--- src/tbe_mul.sv ---
// iterative 64x64 unsigned multiplier built on one 32x32 partial product unit
`timescale 1ns / 1ps
module tbe_mul (
  input  logic         clk_i,
  input  logic         rst_ni,
  input  logic         start_i,
  input  logic [63:0]  a_i,
  input  logic [63:0]  b_i,
  output logic         done_o,
  output logic [127:0] p_o
);

  logic         busy_q;
  logic [2:0]   step_q;
  logic [63:0]  a_q, b_q;
  logic [63:0]  prod_q;
  logic [1:0]   sh_q;
  logic [127:0] acc_q;
  logic         done_q;
  logic [31:0]  ah, bh;
  logic [127:0] part;

  assign ah = step_q[0] ? a_q[63:32] : a_q[31:0];
  assign bh = step_q[1] ? b_q[63:32] : b_q[31:0];

  always_comb begin
    case (sh_q)
      2'd0:    part = {64'b0, prod_q};
      2'd1:    part = {32'b0, prod_q, 32'b0};
      2'd2:    part = {prod_q, 64'b0};
      default: part = '0;
    endcase
  end

  always_ff @(posedge clk_i or negedge rst_ni) begin
    if (!rst_ni) begin
      busy_q <= 1'b0;
      step_q <= '0;
      done_q <= 1'b0;
    end else begin
      done_q <= 1'b0;
      if (start_i) begin
        busy_q <= 1'b1;
        step_q <= '0;
      end else if (busy_q) begin
        step_q <= step_q + 3'd1;
        if (step_q == 3'd4) begin
          busy_q <= 1'b0;
          done_q <= 1'b1;
        end
      end
    end
  end

  always_ff @(posedge clk_i) begin
    if (start_i) begin
      a_q   <= a_i;
      b_q   <= b_i;
      acc_q <= '0;
    end else if (busy_q) begin
      if (step_q != 3'd4) begin
        prod_q <= {32'b0, ah} * {32'b0, bh};
        sh_q   <= {1'b0, step_q[0]} + {1'b0, step_q[1]};
      end
      if (step_q != 3'd0) begin
        acc_q <= acc_q + part;
      end
    end
  end

  assign done_o = done_q;
  assign p_o    = acc_q;

endmodule

--- config.mk ---
export PLATFORM = sky130hd
export DESIGN_NAME = tbe_mul
export DESIGN_NICKNAME = d
export VERILOG_FILES = /design/src/tbe_mul.sv
export SDC_FILE = /design/constraint.sdc
export NUM_CORES = 2
export LEC_CHECK = 0
export ABC_CLOCK_PERIOD_IN_PS = 8250
export BUFFER_PORTS_ARGS = -buffer_cell sky130_fd_sc_hd__buf_2
export CAP_MARGIN = 20
export CELL_PAD_IN_SITES_DETAIL_PLACEMENT = 1
export CELL_PAD_IN_SITES_GLOBAL_PLACEMENT = 1
export CORE_AREA = 2 2 345 347
export DETAILED_ROUTE_END_ITERATION = 16
export DIE_AREA = 0 0 347 349
export PLACE_DENSITY = 0.75
export SLEW_MARGIN = 20
export SYNTH_ARGS = -nofsm -noshare
export SYNTH_HDL_FRONTEND = slang
export SYNTH_SLANG_ARGS = --single-unit
--- constraint.sdc ---
create_clock -name clk_i -period 8.25 [get_ports clk_i]
set_input_delay 1.65 -clock clk_i [delete_from_list [all_inputs] [get_ports clk_i]]
set_output_delay 1.65 -clock clk_i [all_outputs]
set_load 0.01 [all_outputs]
# Word-level counts from Yosys, hierarchy flattened
# Cells that the tools add are included.
[totals]
register_bits = 327
input_bits = 131
out_inout_bits = 129
wordCells = 33
[classes]
addsub = 3
n_mul = 1
n_eq_ne = 4
muxes = 11
n_bitwise = 1
reduce_logical = 5
[ops]
columns = ["operator", "count"]
rows = [
  ["128-bit one-hot mux with 3 select lines", 1],
  ["128-bit adder", 1],
  ["32-bit by 32-bit multiplier with 64-bit output", 1],
  ["32-bit 2-to-1 mux", 2],
  ["1-bit 2-to-1 mux", 6],
  ["3-bit 2-to-1 mux", 2],
  ["3-bit by 1-bit adder with 3-bit output (second input constant)", 1],
  ["3-bit equality test (second input constant)", 1],
  ["3-bit != test (second input constant)", 1],
  ["3-bit AND reduction", 1],
  ["3-bit nonzero test", 1],
  ["1-bit by 1-bit adder with 2-bit output", 1],
  ["2-bit by 1-bit equality test with 1-bit output (second input constant)", 1],
  ["2-bit equality test (second input constant)", 1],
  ["2-bit logical NOT", 1],
  ["2-bit AND reduction", 1],
  ["2-bit nonzero test", 1],
  ["1-bit NOT", 1],
]

# Longest topological paths before layout
[depth]
ltp_word = 4
ltp_mapped = 36
depth_no_buf = 31

# Worst setup path before layout
# No wires, ideal clock.
[synth_path]
kind = "reg2reg"
from = "reg step_q[0]"
to = "reg prod_q[62], data pin"
setup_ns = 0.258
t_arrival_ns = 8.535
required_time_ns = 7.992
slack_ns = -0.543
path_stages_with_launch = 33
n_path_buf = 5
period_less_slack_ns = 8.793
cell_sequence = "dfrtp_1 clkbuf_1 clkbuf_1 buf_1 mux2i_1 clkbuf_1 nor2_1 fa_1 fa_1 fa_1 inv_1 fa_1 inv_1 fa_1 fa_1 fa_1 inv_1 fa_1 inv_1 ha_1 clkbuf_1 nand3_1 nor2_1 a221oi_1 or3_1 nand4_1 a31oi_1 o31ai_1 a311o_1 a31oi_1 o21ai_1 a31oi_1 xnor2_1"
[synth_between]
elab_chain_cells = 2
[synth_lines]
columns = ["element", "line_no", "source"]
rows = [
  ["from (decl)", "14", "logic [2:0] step_q;"],
  ["from (signal assigned)", "46", "step_q <= step_q + 3'd1;"],
  ["32-bit 2-to-1 mux", "23", "assign ah = step_q[0] ? a_q[63:32] : a_q[31:0];"],
  ["32-bit by 32-bit multiplier with 64-bit output", "62", "prod_q <= {32'b0, ah} * {32'b0, bh};"],
  ["to (signal assigned)", "62", ""],
  ["to (decl)", "16", "logic [63:0] prod_q;"],
]
# Every way passes these cells.
# A chain may end at the register's enable or synchronous reset.

# Worst setup path in the final report
# Ends and elaborated chain as after synthesis.

==> tab_implementation.tex <==
\begin{tabular}{lr}
\hline
Metric & Value \\
\hline
\multicolumn{2}{l}{\textbf{Global routing}} \\
Maximum number of pins on one net before global-route repair & 85 \\
Initial antenna violation count & 7 \\
Gr usage total & 0.3569 \\
Vias in the first global route & 49980 \\
Wire length of the first global-routing pass & 320800 um \\
Global route total overflow & 0 \\
\multicolumn{2}{l}{\textbf{Routing}} \\
Vias/cell & 5.735 \\
Drt first-iter violations & 3510 \\
Number of nets still failing antenna checks after routing & 0 \\
Aggregate routed wire length & 218900 um \\
Detailed-route via count & 46180 \\
Mean routed wirelength per cell & 27.18 um \\
DRC violations left & 0 \\
Detailed-router iteration count before antenna repair & 8 \\
\multicolumn{2}{l}{\textbf{Logic synthesis}} \\
Number of warnings issued by yosys & 0 \\
Cells after Synth & 5922 \\
Sequential share of the synthesized area & 0.1618 \\
Adder-cell area share of the yosys netlist & 0.4346 \\
Post-synth top area share & 0.3413 \\
Library cell with the largest summed area after synthesis & fa\_1 \\
Most area-consuming cells after synthesis & fa\_1 (34\%), edfxtp\_1 (11\%), ha\_1 (9.3\%) \\
Net count after synthesis & 7342 \\
Most instantiated flip-flop cell in the synthesis netlist & edfxtp\_1 \\
Most frequent cell after synthesis & inv\_1 \\
Largest family of logic cells by synthesized area & adder cells \\
Share of the synthesized area in compound gates (AO/OA/AOI/OAI) & 0.1045 \\
Most frequent cells after synthesis & inv\_1 (923), fa\_1 (897), nor2\_1 (781), nand2\_1 (765), ha\_1 (392) \\
Proportion of register bits with asynchronous set or reset after synthesis & 0.01529 \\
Synthesized area per cell & 8.884 sq um \\
Number of synthesized register bits & 327 \\
Post-Synth XOR/XNOR Area & 0.03013 \\
Share of synthesized area spent on multiplexers & 0.03211 \\
Post-synth cell types & 92 \\
Simple-gate share of the synthesized area & 0.1486 \\
Number of synthesized flops with an enable pin & 194 \\
Post-Synthesis Cell Area & 52610 sq um \\
\multicolumn{2}{l}{\textbf{STA}} \\
Transition time at the pin with the least slew margin & 0.9946 ns \\
Clock tree skew after final layout & 0.02083 ns \\
Tcrit/Tclk final & 1.033 \\
Final setup viols & 12 \\
Hold Vio Cnt, Final & 0 \\
Highest attainable clock frequency & 117.4 MHz \\
RSZ-0062 raised after global routing & true \\
Crit path time final & 8.520 ns \\
Count of pins over their slew limit & 0 \\
Max-Slew Margin vs Limit & 0.3369 \\
Min setup slack post-route & -0.2702 ns \\
\multicolumn{2}{l}{\textbf{Run status}} \\
Status & finished, violations left \\
Violations in the final reports & setup timing \\
\multicolumn{2}{l}{\textbf{Critical path}} \\
Required time at the endpoint of the critical path & 8.64 ns \\
Maximum single-stage delay on the critical path & 0.57 ns \\
Endpoint class of the critical path & flip-flop \\
Crit path launch type & flip-flop \\
Buf+Inv Stages, Crit Path & 7 \\
Path type of the worst setup path & reg -> reg \\
Maximum fanout count along the critical path & 8 \\
CP most frequent cell & fa\_1 \\
Worst path top cell family by delay & adder cells \\
Crit path arrival time & 8.91 ns \\
Slowest cell on the critical path & fa\_1 \\
\multicolumn{2}{l}{\textbf{Die}} \\
Total core area & 117500 sq um \\
Die Span Y & 349 um \\
Cell Rows & 126 \\
Initial cell density of the core & 0.4479 \\
Die W & 347 um \\
Number of top-level pins & 260 \\
Die outline area & 121100 sq um \\
\multicolumn{2}{l}{\textbf{Placement}} \\
Final weighted congestion in routability-driven placement & 1.006 \\
Number of placed instances with taps included & 7903 \\
Buffers added on ports & 259 \\
DP Wirelength & 180000 um \\
\multicolumn{2}{l}{\textbf{Cells and area}} \\
Count of nets after finishing & 7899 \\
Share of cells above drive strength 1 & 0.1886 \\
Area growth from synthesis to layout & 19.34\% \\
Number of standard cells in the final layout excluding fillers & 8053 \\
\multicolumn{2}{l}{\textbf{Clock tree}} \\
Number of buffers added to fix hold violations after cts & 0 \\
Clock tree from TritonCTS & built \\
Sinks on Clock Net & 327 \\
Total clock buffers created by CTS & 42 \\
H-tree lvl count & 2 \\
Clock-pin slew reported for the worst setup and hold paths after clock tree synthesis & 0.06 ns \\
CTS Buffer Depth & 3 \\
Insertion delay of the later-clocked pin in the worst-skew pair & 0.64 ns \\
Cell chosen for the clock root & clkbuf\_16 \\
\multicolumn{2}{l}{\textbf{Min path}} \\
Type of the tightest min-delay check & reg -> reg \\
\multicolumn{2}{l}{\textbf{Run}} \\
Max-cap violations & 0 \\
\hline
\end{tabular}
==> path summary, 6_finish.rpt <==
path,from,end,slack (ns),cells after the start
setup / recovery,step_q[0],prod_q[62],-0.27,30
hold / removal,p_o[116],p_o[116],0.48,2
setup reg to reg,step_q[0],prod_q[62],-0.27,30
hold reg to reg,p_o[116],p_o[116],0.48,2
max in group asynchronous,rst_ni,step_q[1],7.00,1
min in group asynchronous,rst_ni,step_q[0],0.93,1
==> worst reg2reg max path, delay by kind of cell, from the launching register on <==
family          cells  cell delay, ns
fa+ha+maj           9            4.17
compound gates      9            1.83
buf+inv             7            0.91
simple gates        3            0.54
flops               1            0.52
mux                 1            0.20
xor+xnor            1            0.08
==> layout make-up <==
class,instances,area [sq um]
well taps,1536,1922
inverters,923,3465
flip-flops and latches,327,8521
clock inverters,31,440.4
clock buffers,46,1066
fillers,13540,54660
multi-input cells,4368,40790
diodes,5,12.51
repair buffers,817,6568
==> sequential cells by signal (all words and copies together), names as in the netlist <==
name    count
p_o       128
a_q        64
b_q        64
prod_q     64
step_q      3
sh_q        2
busy_q      1
done_o      1
==> what timing repair did <==
action / CTS / global route
resized for setup: 155 / 183
buffers inserted: 41 / 24
setup endpoints to repair: 25 / 22
cloned: 2 / 3
pin swaps: 54 / 54
==> placed cells by master, fill, tap and decap left out, types with 101 or more instances in the layout <==
cell and instances:
inv_1 905, fa_1 852, nand2_1 764, nor2_1 726, buf_4 432, ha_1 371
a21oi_1 297, buf_2 258, edfxtp_1 194, o21ai_0 163, dfxtp_1 128, xnor2_1 116
a21o_1 101
==> routing by layer <==
| layer | track usage | part of all wire | up-vias |
|---|---|---|---|
| li1 | - | - | 19980 |
| met1 | 0.4616 | 0.40 | 23510 |
| met2 | 0.5801 | 0.46 | 2110 |
| met3 | 0.06706 | 0.085 | 575 |
| met4 | 0.1665 | 0.058 | 4 |
| met5 | 0 | 0.000069 | - |
==> through the flow <==
stage                     utilization  area, sq um  setup WS (ns)  setup TNS [ns]  hold slack (ns)
after floorplan                     -        52700      0.0005329               0           0.4855
after global routing           0.5345        62780        -0.4937          -5.485           0.5050
final                          0.5346        62790        -0.2702          -2.167           0.4755
after CTS                      0.5263        61810        -0.1770          -1.001           0.4820
after detailed placement       0.5043        59230        -0.5993          -6.832           0.4740
after global placement         0.5043        59230        -0.4981          -4.041           0.4608
==> logic make-up after synthesis <==
group / count (synthesis)
flops: 327
xor+xnor: 181
simple gates: 1872
mux: 161
compound gates: 865
fa+ha+maj: 1289
buf+inv: 1227
Power is left out: the tool's default activity adds up to more than one toggle a clock period on the data nets, which glitch-free logic cannot reach.
