File: src/tbe_pkg.sv
// shared types, codes and helper functions of the two-body euler step block
`timescale 1ns / 1ps
package tbe_pkg;

  typedef enum logic {
    DS_DIV  = 1'b0,
    DS_SQRT = 1'b1
  } ds_op_e;

  localparam logic CFG_GRAV = 1'b0;
  localparam logic CFG_DT   = 1'b1;

  localparam int unsigned DT_FRAC = 16;

  localparam logic [31:0] GRAV_RESET = 32'd398600;
  localparam logic [31:0] DT_RESET   = 32'd65536;

  typedef struct packed {
    logic        ovf;
    logic [63:0] val;
  } sum_t;

  // scale a 128-bit product by 2^-16, saturating to 64 bits
  function automatic logic [63:0] scale_dt(input logic [127:0] p);
    logic [63:0] r;
    if (p[127:64+DT_FRAC] != '0) begin
      r = '1;
    end else begin
      r = p[64+DT_FRAC-1:DT_FRAC];
    end
    return r;
  endfunction

  // old plus or minus a magnitude, in offset-binary to catch range overflow
  function automatic sum_t add_signed(input logic [63:0] old, input logic neg,
                                      input logic [63:0] m);
    logic [63:0] b;
    logic [64:0] s;
    sum_t        r;
    b = old ^ {1'b1, 63'b0};
    r.ovf = 1'b0;
    r.val = old;
    if (neg) begin
      s = {1'b0, b} - {1'b0, m};
    end else begin
      s = {1'b0, b} + {1'b0, m};
    end
    if (s[64]) begin
      r.ovf = 1'b1;
    end else begin
      r.val = s[63:0] ^ {1'b1, 63'b0};
    end
    return r;
  endfunction

endpackage

File: src/tbe_divsqrt.sv
// shared bit-serial unit: 128/64 saturating divide or 128-bit integer square root
`timescale 1ns / 1ps
module tbe_divsqrt (
  input  logic            clk_i,
  input  logic            rst_ni,
  input  logic            start_i,
  input  tbe_pkg::ds_op_e op_i,
  input  logic [127:0]    num_i,
  input  logic [63:0]     den_i,
  output logic            done_o,
  output logic [63:0]     res_o
);

  logic            busy_q;
  logic            done_q;
  logic [5:0]      cnt_q;
  tbe_pkg::ds_op_e op_q;
  logic [67:0]     rem_q;
  logic [127:0]    rad_q;
  logic [63:0]     den_q;
  logic [63:0]     root_q;
  logic [64:0]     dsh;
  logic [67:0]     ssh, trial;
  logic            dbit, sbit;

  assign dsh   = {rem_q[63:0], rad_q[127]};
  assign dbit  = (dsh >= {1'b0, den_q});
  assign ssh   = {rem_q[65:0], rad_q[127:126]};
  assign trial = {2'b0, root_q, 2'b01};
  assign sbit  = (ssh >= trial);

  always_ff @(posedge clk_i or negedge rst_ni) begin
    if (!rst_ni) begin
      busy_q <= 1'b0;
      done_q <= 1'b0;
      cnt_q  <= '0;
    end else begin
      done_q <= 1'b0;
      if (start_i) begin
        cnt_q <= 6'd63;
        if (op_i == tbe_pkg::DS_DIV && (den_i == '0 || num_i[127:64] >= den_i)) begin
          done_q <= 1'b1;
        end else begin
          busy_q <= 1'b1;
        end
      end else if (busy_q) begin
        cnt_q <= cnt_q - 6'd1;
        if (cnt_q == '0) begin
          busy_q <= 1'b0;
          done_q <= 1'b1;
        end
      end
    end
  end

  always_ff @(posedge clk_i) begin
    if (start_i) begin
      op_q  <= op_i;
      den_q <= den_i;
      if (op_i == tbe_pkg::DS_DIV) begin
        rem_q  <= {4'b0, num_i[127:64]};
        rad_q  <= {num_i[63:0], 64'b0};
        root_q <= (den_i == '0 || num_i[127:64] >= den_i) ? '1 : '0;
      end else begin
        rem_q  <= '0;
        rad_q  <= num_i;
        root_q <= '0;
      end
    end else if (busy_q) begin
      if (op_q == tbe_pkg::DS_DIV) begin
        rad_q  <= {rad_q[126:0], 1'b0};
        root_q <= {root_q[62:0], dbit};
        rem_q  <= dbit ? {4'b0, 64'(dsh - {1'b0, den_q})} : {4'b0, dsh[63:0]};
      end else begin
        rad_q  <= {rad_q[125:0], 2'b0};
        root_q <= {root_q[62:0], sbit};
        rem_q  <= sbit ? (ssh - trial) : ssh;
      end
    end
  end

  assign done_o = done_q;
  assign res_o  = root_q;

endmodule

File: config.mk
export PLATFORM = sky130hd
export DESIGN_NAME = tbe_divsqrt
export DESIGN_NICKNAME = d
export VERILOG_FILES = /design/src/tbe_pkg.sv /design/src/tbe_divsqrt.sv
export SDC_FILE = /design/constraint.sdc
export NUM_CORES = 1
export LEC_CHECK = 0
export ABC_AREA = 1
export BUFFER_PORTS_ARGS = -buffer_cell sky130_fd_sc_hd__buf_2
export CAP_MARGIN = 15
export CORE_ASPECT_RATIO = 0.5
export CORE_UTILIZATION = 66
export CTS_CLUSTER_SIZE = 10
export DETAILED_ROUTE_END_ITERATION = 8
export PLACE_DENSITY = 0.91
export SETUP_SLACK_MARGIN = 0.05
export SLEW_MARGIN = 20
export SYNTH_ARGS = -nofsm -noshare
export SYNTH_HDL_FRONTEND = slang
export SYNTH_SLANG_ARGS = --single-unit
export TNS_END_PERCENT = 1
File: constraint.sdc
create_clock -name clk_i -period 14.7 [get_ports clk_i]
set_input_delay 0 -clock clk_i [delete_from_list [all_inputs] [get_ports clk_i]]
set_output_delay 0 -clock clk_i [all_outputs]
set_load 0.01 [all_outputs]
==> results of run 1 <==
-- routing by layer --
metal  track usage  GRT overflow
met5         0.337             0
met4         0.497            41
met3         0.541             6
met2         0.822            33
met1         0.795             5
-- cells in the mapped netlist, types with 4 or more instances --
cell / instances
buf_1: 11
nor3_1: 28
dfrtp_1: 8
inv_1: 874
edfxtp_1: 323
nor2_1: 250
inv_2: 28
clkbuf_1: 79
a21o_1: 4
nand4_1: 61
buf_2: 23
and2_1: 4
nand2_1: 1763
nand2_2: 6
o21ai_1: 16
o21ai_0: 168
a22oi_1: 112
o211ai_1: 53
nor2_2: 12
o21bai_1: 19
nor4_1: 17
nand2_4: 4
buf_4: 6
a21oi_1: 157
xor2_1: 49
xnor2_1: 14
nand3_1: 316
nand3b_1: 17
ha_1: 196
-- stage by stage --
| step | cell area [µm²] | util | cells |
|---|---|---|---|
| after floorplan | 30300 | - | 4652 |
| after CTS | 35400 | 0.782 | 5687 |
| after detailed placement | 32000 | 0.706 | 5402 |
| after global placement | 32000 | 0.706 | 5402 |
-- kinds of logic after synthesis --
family | after synthesis
compound gates | 543
flops | 331
xor+xnor | 63
simple gates | 2489
fa+ha+maj | 197
buf+inv | 1029
==> results.yml, run 1 <==
clocking:
  cts-resized-gates: 0
  htreeDepth: 2
  cts_hold_buf: 232
  cts.sinks: 331
  cts_buffer_depth: 3
  postCtsSetupBuffers: 0
  cts-root-buf: "clkbuf_16"
  cts_buffers: 40
grt:
  grt_overflow: 85
  grt_max_degree: 154
  grt_usage: 0.695
  grt_antenna_before_repair: 21
synth:
  synth_xor_area_frac: 0.0182
  yosys.area_share.simple: 0.336
  synth_top_family_by_area: "simple AND/OR/NAND/NOR gates"
  synth_async_sr_flop_share: 0.0242
  syn_area_um2: 30300
  synthTopCellsByArea: "edfxtp_1 (32%), nand2_1 (22%), inv_1 (11%)"
  yosysWarnings: 0
  synthCells: 4652
  synth_seq_cells: 331
  synth_top_cell_by_area: "edfxtp_1"
  synth_compound_area_frac: 0.106
  ys.flop_type: "edfxtp_1"
  ys_seq_area_frac: 0.326
  synth_edf_count: 323
  syn_avg_cell_area_um2: 6.52
  synthMuxAreaShare: 0
  netlist.area_leader.share: 0.320
  syn_nets: 5045
  ys_types: 48
  synthAdderAreaFrac: 0.0815
floorplan:
  core.rowCount: 55
  die_h_um: 154
  fp.dieW_um: 305
  initial_utilization: 0.670
  ios: 261
place:
  dpl_worst_slack_ns: 10.29
  io_buffers: 260
  dp_hpwl_mm: 94.8
  gp_congestion: 1.18
run_status:
  haltStage: "global routing (5_1_grt)"
  outcome: "stopped before the end"
  error: "[ERROR GRT-0232] Routing congestion too high. Check the congestion heatmap in the GUI."
==> run 2: changes to the inputs <==
- CORE_ASPECT_RATIO: 0.5 -> unset
- CORE_UTILIZATION: 66 -> 40
- CTS_CLUSTER_SIZE: 10 -> unset
- PLACE_DENSITY: 0.91 -> unset
- PLACE_DENSITY_LB_ADDON: unset -> 0.15
- SETUP_SLACK_MARGIN: 0.05 -> unset
==> run 2 against run 1 <==
Synthesized area is the same. Synthesized cell count unchanged. The run now ends clean.
==> results.yml, run 2 <==
grt:
  grt_pass1_wl_mm: 182
  grt_max_degree: 153
  grt_pass1_vias: 30300
  grt_antenna_before_repair: 4
  grt_overflow: 0
  grt_usage: 0.312
detailed_routing:
  wl_per_cell_um: 20.0
  postRouteAntennaNets: 0
  vias: 31700
  drt_iter0_drc: 3017
  drc: 0
  routed_wl_mm: 122
  firstDrtPassIters: 6
  viasPerCell: 5.21
worst_setup_path:
  cp_common_cell: "nand2_1"
  worstSetupEndpointType: "register"
  arrival_ns: 4.31
  crit_slowest_cell: "nand2_4"
  critPathRequiredTime_ns: 15.06
  setup.worst_path.class: "reg -> reg"
  crit_path_max_fanout: 68
  worstSetupStartpointType: "register"
  crit_chain: "ha_1 -> nand2_1 -> nor2_1 -> nand2_1 -> inv_1 -> nand2_1 -> nor2_1 -> nand3_1 -> nand3_1 -> nor2_4 -> buf_4 -> nand2_4 -> nand2_4 -> o21ai_0 -> o21ai_1"
  slowest_delay_ns: 0.60
synth:
  synthTopCellsByArea: "edfxtp_1 (32%), nand2_1 (22%), inv_1 (11%)"
  yosysWarnings: 0
  synth_xor_area_frac: 0.0182
  synth_async_sr_flop_share: 0.0242
  netlist.area_leader.share: 0.320
  synthAdderAreaFrac: 0.0815
  syn_area_um2: 30300
  synthCells: 4652
  syn_nets: 5045
  synthMuxAreaShare: 0
  synth_top_cell_by_area: "edfxtp_1"
  synth_compound_area_frac: 0.106
  yosys.area_share.simple: 0.336
  synthMostInstantiatedCell: "nand2_1"
  synth_top_family_by_area: "simple AND/OR/NAND/NOR gates"
  synth_seq_cells: 331
  syn_avg_cell_area_um2: 6.52
  synth_edf_count: 323
  ys_types: 48
  ys_seq_area_frac: 0.326
  synth_common_cells: "nand2_1 (1763), inv_1 (874), edfxtp_1 (323)"
  ys.flop_type: "edfxtp_1"
layout:
  largest-register: "rad_q"
  num-nets-final: 5469
  reg_top3: "rad_q: 128 flops, rem_q: 66 flops"
  final_common_cell: "nand2_1"
  final_core_utilization: 0.484
  mostFrequentLayoutCells: "nand2_1 (1761), inv_1 (872), edfxtp_1 (323)"
  syn_to_final_growth_pct: 19.1
  stdcell_area_um2: 36100
  largest_reg_flops: 128
  drive_above_1_share: 0.0808
power_and_ir_drop:
  p_int_w: 0.00330
  pwr-share-seq: 0.219
  p_comb_frac: 0.628
  swShare: 0.534
  pwr-share-clk: 0.153
  pwr_density_cell_nw_per_um2: 196
  ir_drop_v: 0.000108
  switching_power_w: 0.00379
  p_leak_nw: 19.2
sta:
  fmax_mhz: 253
  fin_crit_sh: 0.269
  rsz0062_at_grt: "no"
  skew_ns: 0.0463
  slew_headroom: 0.299
  finalMaxSlewViolations: 0
  final.min_clock_period_ns: 3.95
  worst_slack_ns: 10.75
  final-setup-viol-count: 0
  finalSetupTns_ns: 0
  hold_slack_ns: 0.140
  timing.final.hold_violations: 0
  worst_pin_slew_ns: 1.05
clocking:
  cts-root-buf: "clkbuf_16"
  cts.sinks: 331
  insertion_delay_ns: 0.62
  cts_hold_buf: 222
  htreeDepth: 2
  cts_buffers: 43
  cts.reportedPaths.clkPinSlew_ns: 0.07
  cts-resized-gates: 0
  postCtsSetupBuffers: 0
  cts_buffer_depth: 3
  cts_tree: "built"
floorplan:
  fp.dieW_um: 277
  die_h_um: 277
  ios: 261
  dieArea_um2: 76900
  core.rowCount: 100
  initial_utilization: 0.406
  core_um2: 74700
place:
  io_buffers: 260
  gp_congestion: 1.05
  dpl-instance-area_um2: 32500
  dpl_worst_slack_ns: 10.84
  dp_hpwl_mm: 97.3
run:
  drv_cap: 0
hold_path:
  min_path_type: "in -> reg"
run_status:
  outcome: "finished clean"
-- run 2: cell counts after synthesis --
Identical to the previous run, type by type.
-- run 2: critical path: cells and delay by family, from the launching register on --
family,cells,cell delay (ns)
buffers and inverters,2,0.48
AND/OR/NAND/NOR,10,1.87
adder cells (fa/ha/maj),1,0.43
AO/OA/AOI/OAI,2,0.34
flip-flops,1,0.50
-- run 2: layer usage --
metal  global-route usage  vias to the layer above  routed length [µm]
met5                    0                        -                   0
met4                0.142                        0                6230
met3               0.0325                      245                7670
met2                0.482                     1206               52300
met1                0.437                    14600               55500
li1                     -                    15700                   -
-- run 2: logic make-up (layout without fill, tap and decap cells) --
family	Yosys count	after routing
DFF	331	331
adders and majority gates	197	197
buffers and inverters	1029	1488
AOI/OAI and AO/OA	543	543
xor gates and xnor gates	63	63
and+or+nand+nor	2489	2489
other	0	5
-- run 2: worst paths after layout --
check                           startpoint   endpoint  slack, ns  cells past startpoint
worst max-delay path              rem_q[6]  rem_q[26]      10.75                     15
max in group asynchronous           rst_ni     busy_q      14.04                      3
min in group asynchronous           rst_ni     done_o       0.38                      3
worst min register to register    cnt_q[1]   cnt_q[1]       0.51                      2
worst min-delay path             den_i[61]  den_q[61]       0.14                      2
worst max register to register    rem_q[6]  rem_q[26]      10.75                     15
-- run 2: area by class of cell --
type                    count  area [µm²]
multi-input cells        3292       16500
clock buffers              51        1110
diodes                      5        12.5
clock inverters            29         314
flip-flops and latches    331        9900
fillers                  7829       38600
well taps                 969        1210
repair buffers            505        3710
inverters                 903        3390
-- run 2: power groups by stage --
stage	Combinational (W)	Sequential, W	Clock, W
after floorplan	0.00309	0.00145	0
after global placement	0.00432	0.00155	0
after detailed placement	0.00431	0.00155	0
after CTS	0.00438	0.00154	0.00110
after global routing	0.00499	0.00157	0.00113
final	0.00445	0.00155	0.00108
-- run 2: per-stage QoR --
step | power (W) | cells
floorplan | 0.00453 | 4652
global placement | 0.00587 | 5778
detailed placement | 0.00586 | 5778
CTS | 0.00702 | 6080
global route | 0.00769 | 6084
finish | 0.00709 | 6085
Note: power is estimated with default switching activity, not from simulation.
